## src/rtl/spq_pkg.sv

```systemverilog
`default_nettype none

package spq_pkg;

    localparam int SPQ_DEPTH = 16;
    localparam int PRIO_W    = 8;
    localparam int DATA_W    = 8;
    localparam int OCC_W     = 5;

    // Operation codes of the func field.
    localparam logic FUNC_ENQ = 1'b0;
    localparam logic FUNC_DEQ = 1'b1;

    // Status codes of a result item.
    localparam logic [1:0] ST_OK    = 2'd0;
    localparam logic [1:0] ST_FULL  = 2'd1;
    localparam logic [1:0] ST_EMPTY = 2'd2;

    typedef struct packed {
        logic              func;
        logic [PRIO_W-1:0] priority_req;
        logic [DATA_W-1:0] data_in;
    } spq_req_t;

    typedef struct packed {
        logic [DATA_W-1:0] data_out;
        logic              data_valid;
        logic [1:0]        status;
        logic [OCC_W-1:0]  occupancy;
    } spq_rsp_t;

    // One stored entry of the queue.
    typedef struct packed {
        logic [PRIO_W-1:0] prio;
        logic [DATA_W-1:0] data;
    } spq_entry_t;

    // Command broadcast to every cell of the chain.
    typedef struct packed {
        logic              shift_in;
        logic              shift_out;
        logic [PRIO_W-1:0] prio;
        logic [DATA_W-1:0] data;
    } spq_ctrl_t;

endpackage

`default_nettype wire

```

## src/rtl/spq_cell.sv

```systemverilog
`default_nettype none

// One slot of the sorted chain. It holds an entry and decides from its own
// contents and its left neighbor's decision whether to keep, insert or shift.
module spq_cell #(
    parameter int IDX   = 0,
    parameter int CNT_W = 5
) (
    input  wire logic               clk,
    input  wire spq_pkg::spq_ctrl_t ctrl,
    input  wire logic [CNT_W-1:0]   count,
    input  wire spq_pkg::spq_entry_t left_entry,
    input  wire logic               left_take,
    input  wire spq_pkg::spq_entry_t right_entry,
    output spq_pkg::spq_entry_t     entry,
    output logic                    take
);
    import spq_pkg::*;

    spq_entry_t entry_reg;
    spq_entry_t entry_next;
    logic       occupied;

    // A slot is occupied when its index lies below the fill count. The new
    // entry belongs in this slot or before it when the slot is empty or
    // holds a strictly larger priority; the queue is sorted, so this flag
    // rises once along the chain and stays high.
    assign occupied = CNT_W'(IDX) < count;
    assign take     = !occupied || (entry_reg.prio > ctrl.prio);

    always_comb
    begin
        entry_next = entry_reg;
        if (ctrl.shift_in && take)
        begin
            if (left_take)
            begin
                entry_next = left_entry;
            end
            else
            begin
                entry_next.prio = ctrl.prio;
                entry_next.data = ctrl.data;
            end
        end
        else if (ctrl.shift_out)
        begin
            entry_next = right_entry;
        end
    end

    always_ff @(posedge clk)
    begin
        entry_reg <= entry_next;
    end

    assign entry = entry_reg;

endmodule

`default_nettype wire

```

## src/rtl/stable_priority_queue.sv

```systemverilog
// Channel  Direction  Payload    Handshake
// req      in         spq_req_t  req_valid / req_stall
// rsp      out        spq_rsp_t  rsp_valid / rsp_stall
//
// Every cell of the chain compares its priority with the new one in
// parallel and loads, shifts or keeps its entry at the same edge, so one
// item per cycle is sustained while req_stall stays low.
// The result item sits in a single output register; req_stall rises only
// while that register holds a result that the consumer is stalling.
// Reset clears the fill count and the output valid flag; slot contents are
// left as they are and are never read before they are written.
`default_nettype none

module stable_priority_queue #(
    parameter int DEPTH = spq_pkg::SPQ_DEPTH
) (
    input  wire logic              clk,
    input  wire logic              rst_n,
    input  wire logic              req_valid,
    output logic                   req_stall,
    input  wire spq_pkg::spq_req_t req,
    output logic                   rsp_valid,
    input  wire logic              rsp_stall,
    output spq_pkg::spq_rsp_t      rsp
);
    import spq_pkg::*;

    localparam int CNT_W = $clog2(DEPTH + 1);

    logic [CNT_W-1:0] count_reg;
    logic [CNT_W-1:0] count_next;
    logic             rsp_valid_reg;
    spq_rsp_t         rsp_reg;
    spq_rsp_t         rsp_next;

    logic       accept;
    logic       full;
    logic       empty;
    spq_ctrl_t  ctrl;

    spq_entry_t       cell_entry [DEPTH];
    spq_entry_t       left_entry [DEPTH];
    spq_entry_t       right_entry[DEPTH];
    logic [DEPTH-1:0] cell_take;
    logic [DEPTH-1:0] left_take;

    // A new item is taken unless a finished result is still being stalled.
    assign req_stall = rsp_valid_reg && rsp_stall;
    assign accept    = req_valid && !req_stall;

    assign full  = count_reg == CNT_W'(DEPTH);
    assign empty = count_reg == '0;

    // The command for the chain only fires for operations that change state:
    // an enqueue into a full queue and a dequeue from an empty one are no-ops.
    always_comb
    begin
        ctrl.shift_in  = accept && (req.func == FUNC_ENQ) && !full;
        ctrl.shift_out = accept && (req.func == FUNC_DEQ) && !empty;
        ctrl.prio      = req.priority_req;
        ctrl.data      = req.data_in;
    end

    always_comb
    begin
        count_next = count_reg;
        if (ctrl.shift_in)
        begin
            count_next = count_reg + 1'b1;
        end
        else if (ctrl.shift_out)
        begin
            count_next = count_reg - 1'b1;
        end
    end

    // The result carries the head entry on a dequeue and the occupancy that
    // the item leaves behind.
    always_comb
    begin
        rsp_next            = '0;
        rsp_next.occupancy  = OCC_W'(count_next);
        if (req.func == FUNC_ENQ)
        begin
            rsp_next.status = full ? ST_FULL : ST_OK;
        end
        else if (empty)
        begin
            rsp_next.status = ST_EMPTY;
        end
        else
        begin
            rsp_next.status     = ST_OK;
            rsp_next.data_valid = 1'b1;
            rsp_next.data_out   = cell_entry[0].data;
        end
    end

    always_ff @(posedge clk or negedge rst_n)
    begin
        if (!rst_n)
        begin
            count_reg     <= '0;
            rsp_valid_reg <= 1'b0;
        end
        else
        begin
            count_reg <= count_next;
            if (accept)
            begin
                rsp_valid_reg <= 1'b1;
            end
            else if (!rsp_stall)
            begin
                rsp_valid_reg <= 1'b0;
            end
        end
    end

    always_ff @(posedge clk)
    begin
        if (accept)
        begin
            rsp_reg <= rsp_next;
        end
    end

    assign rsp_valid = rsp_valid_reg;
    assign rsp       = rsp_reg;

    // The chain of cells. The head cell sees no insertion to its left, and
    // the tail cell refills from itself on a dequeue; that copy lies beyond
    // the fill count and is never read.
    for (genvar i = 0; i < DEPTH; i++)
    begin : g_cell
        if (i == 0)
        begin : g_head
            assign left_entry[i] = '0;
            assign left_take[i]  = 1'b0;
        end
        else
        begin : g_body
            assign left_entry[i] = cell_entry[i-1];
            assign left_take[i]  = cell_take[i-1];
        end

        if (i == DEPTH - 1)
        begin : g_tail
            assign right_entry[i] = cell_entry[i];
        end
        else
        begin : g_inner
            assign right_entry[i] = cell_entry[i+1];
        end

        spq_cell #(
            .IDX   (i),
            .CNT_W (CNT_W)
        ) u_cell (
            .clk         (clk),
            .ctrl        (ctrl),
            .count       (count_reg),
            .left_entry  (left_entry[i]),
            .left_take   (left_take[i]),
            .right_entry (right_entry[i]),
            .entry       (cell_entry[i]),
            .take        (cell_take[i])
        );
    end

endmodule

`default_nettype wire

```

## config.mk

```make
export PLATFORM = sky130hd
export DESIGN_NAME = stable_priority_queue
export DESIGN_NICKNAME = d
export VERILOG_FILES = /design/src/rtl/spq_pkg.sv /design/src/rtl/spq_cell.sv /design/src/rtl/stable_priority_queue.sv
export SDC_FILE = /design/constraint.sdc
export NUM_CORES = 1
export LEC_CHECK = 0
export ABC_CLOCK_PERIOD_IN_PS = 5200
export BUFFER_PORTS_ARGS = -buffer_cell sky130_fd_sc_hd__buf_4
export CORE_MARGIN = 2
export CORE_UTILIZATION = 50
export DETAILED_ROUTE_END_ITERATION = 12
export PLACE_DENSITY = 0.72
export SYNTH_ARGS = -nofsm -noshare
export SYNTH_HDL_FRONTEND = slang
export SYNTH_SLANG_ARGS = --single-unit
```

## constraint.sdc

```tcl
create_clock -name clk -period 5.2 [get_ports clk]
set_input_delay 0.26 -clock clk [delete_from_list [all_inputs] [get_ports clk]]
set_output_delay 0.26 -clock clk [all_outputs]
set_load 0.02 [all_outputs]
```

==> results by group <==
Detailed routing
  • Wire per inst: 23.0 microns
  • Total Wirelength: 46100 microns
  • Drt first-iter violations: 1431
  • Drt drc: 0
  • Vias: 12400
  • 1st-pass router iterations: 9
  • Final ANT Viol Nets: 0
  • Via density: 6.16

STA
  • Slew HR: 18.1%
  • Achievable Freq: 0.269 GHz
  • Final Skew: 23.7 ps
  • Setup TNS Final: 0 ps
  • Post-route clock period utilization: 71.5%
  • # setup viols final: 0
  • Hold Fails Final Rpt: 0
  • Worst-Margin Slew: 1230 ps
  • PnR worst setup slack: 1480 ps
  • Final Critical Period: 3720 ps
  • Fin. max-slew vios: 0
  • RSZ-0062 raised after global routing: no

Setup path
  • Worst Path Max Fanout: 23
  • R2R Setup Slk: 1480 ps
  • Critical Path End: g_cell[9].u_cell.entry[7]
  • R2R depth: 8
  • CP arrival: 3930 ps
  • Startpoint types: register
  • WP data required: 5410 ps
  • Worst Setup SP: count_reg[1]
  • Critical path class: reg -> reg
  • CP endpoint kind: register
  • FF-to-FF Start: count_reg[1]
  • R2R Path End: g_cell[9].u_cell.entry[7]

Flow run
  • Max Cap Viol: 0

Global route
  • Vias in the first global route: 12000
  • Largest net degree at the start of global routing: 34
  • Overflow after GRT: 0
  • First-pass GRT wire length: 71600 microns
  • Initial antenna violation count: 0
  • Tot GR Track Use: 26.0%

CTS
  • CTS tree: built
  • CTS buffer count: 31
  • Clock sink total: 278
  • H-tree lvl count: 1
  • Root Buffer: clkbuf_16
  • Worst-case clock buffer depth: 3
  • Clock Pin Slew Worst Setup and Hold Paths: 60 ps
  • Post-CTS setup buffers: 0
  • Worst skew pair latency: 580 ps

Synthesis
  • Cells after Synth: 1533
  • Number of synthesized flops with an enable pin: 272
  • Avg Synthesized Cell Area: 11.1 sq um
  • Post-Syn Area: 17000 sq um
  • Top FF cell, synth: edfxtp_1
  • Synth Net Count: 1686
  • Register bit total from synthesis: 278
  • Seq/Total Area, Yosys: 49.0%
  • Synth async-reset ratio: 2.16%
  • Count of different cell masters after synthesis: 56
  • Ys Warns: 0

Floorplanning
  • Die height: 188 microns
  • FP Rows: 67
  • Core area: 33400 sq um
  • Initial Util: 50.7%
  • DIE AREA: 35400 sq um
  • I/O Pins: 39
  • Die W: 188 microns

Power
  • Pwr Density: 462 nW/um^2
  • Worst VDD drop: 346 uV
  • Pleak: 7.60 nW

Hold path
  • Hold crit path type: in -> reg
  • Worst hold start: req[16]
  • Hold Path Depth: 2

Placed design
  • IO buf count: 38
  • Pre-CTS worst setup slack: 1190 ps
  • HPWL Detailed: 32200 microns
  • RD Place Congestion: 0.917

Cells and area
  • Layout cells sized above 1: 10.4%
  • Area Growth Syn to Fin: 9.61%
  • Layout Utilization: 55.6%
  • Max reg flops: 256
  • Most frequent cells in the layout: edfxtp_1 (272), mux2i_1 (224), nand2_1 (216)
  • Most common cell after layout, fill and taps aside: edfxtp_1
  • ANT cells: 0
  • Layout Nets: 1693

Outcome
  • Status: completed
==> power breakdown <==
group / internal [mW] / switching (mW) / leakage (nW) / total (mW)
Sequential: 3.06 / 0.400 / 2.63 / 3.46
Clock: 1.27 / 0.904 / 0.474 / 2.18
Combinational: 1.19 / 1.77 / 4.50 / 2.96
==> metal layers <==
metal / share of wire (%) / vias to the layer above / global-route usage [%] / routed length [microns]
met5: 0 / - / 0 / 0
met4: 3.7 / 0 / 8.66 / 1710
met3: 9.7 / 100 / 4.84 / 4470
met2: 41 / 617 / 37.1 / 19000
met1: 45 / 5927 / 39.6 / 21000
li1: - / 5729 / - / -
==> cell usage after synthesis (all sizes together) (2+ instances only) <==
library cell,number,area share (%)
or3,2,0.13
edfxtp,272,48
nand4,25,0.92
mux2,25,1.7
a21oi,123,3.7
a211o,2,0.10
o21ai,213,6.3
o22ai,6,0.22
clkbuf,47,1.0
a21boi,3,0.13
xnor2,2,0.10
and4,4,0.21
nand2,218,4.9
and2,12,0.46
o21a,11,0.49
nor2b,22,0.81
or2,3,0.11
nor2,49,1.2
o31a,4,0.21
o31ai,5,0.33
nand2b,8,0.29
mux2i,224,13
ha,132,9.7
o211ai,14,0.62
inv,30,0.66
dfrtp,6,0.88
xor2,2,0.10
buf,41,1.8
a211oi,6,0.27
a21o,3,0.13
nand3,2,0.059
nor3,6,0.50
==> logic make-up after synthesis <==
kind of cell / after synthesis / share of synthesized area, %
AO/OA/AOI/OAI: 398 / 13.0
XOR/XNOR: 4 / 0.206
adder cells (fa/ha/maj): 132 / 9.73
buffers and inverters: 118 / 3.46
flip-flops: 278 / 49.0
multiplexers: 249 / 14.9
AND/OR/NAND/NOR: 354 / 9.70
==> stage by stage <==
stage                     std cells  area [sq um]  hold slack, ps  power, mW
final                          2008         18600            34.7       8.60
after global routing           2008         18600            36.0       9.00
after CTS                      2008         18600            9.78       8.56
after detailed placement       1953         17600            77.0       6.39
after global placement         1953         17600            74.5       6.31
after floorplan                1533         17000           -35.6       5.62
==> how the worst min path moves through the flow <==
stage,slack [ps],to
6_report,30,rsp[5]
2_1_floorplan,-40,count_reg[0]
5_1_grt,40,rsp[5]
4_1_cts,10,rsp[5]
3_5_place_dp,80,rsp_valid
3_3_place_gp,70,rsp_valid
==> cell type report <==
cell class | count | area (sq um)
tap | 448 | 561
clock buffer | 42 | 847
clock inverter | 11 | 131
sequential | 278 | 8320
fill | 2838 | 14800
inverter | 30 | 113
multi-input combinational | 1137 | 8160
timing repair buffer | 62 | 470
==> repair_timing <==
item | CTS | global route
hold buffers | 2 | 0
resized for setup | 0 | 0
hold endpoints to repair | 7 | 0
==> critical path, stage by stage, from the launching register on <==
cell      delay (ps)
dfrtp_1          560
inv_1            150
ha_1             230
and4bb_1         250
nor3_4           630
buf_4            460
and2_1           180
buf_4            220
nand2b_1         640
No activity file was read; power rests on OpenSTA's default activity.
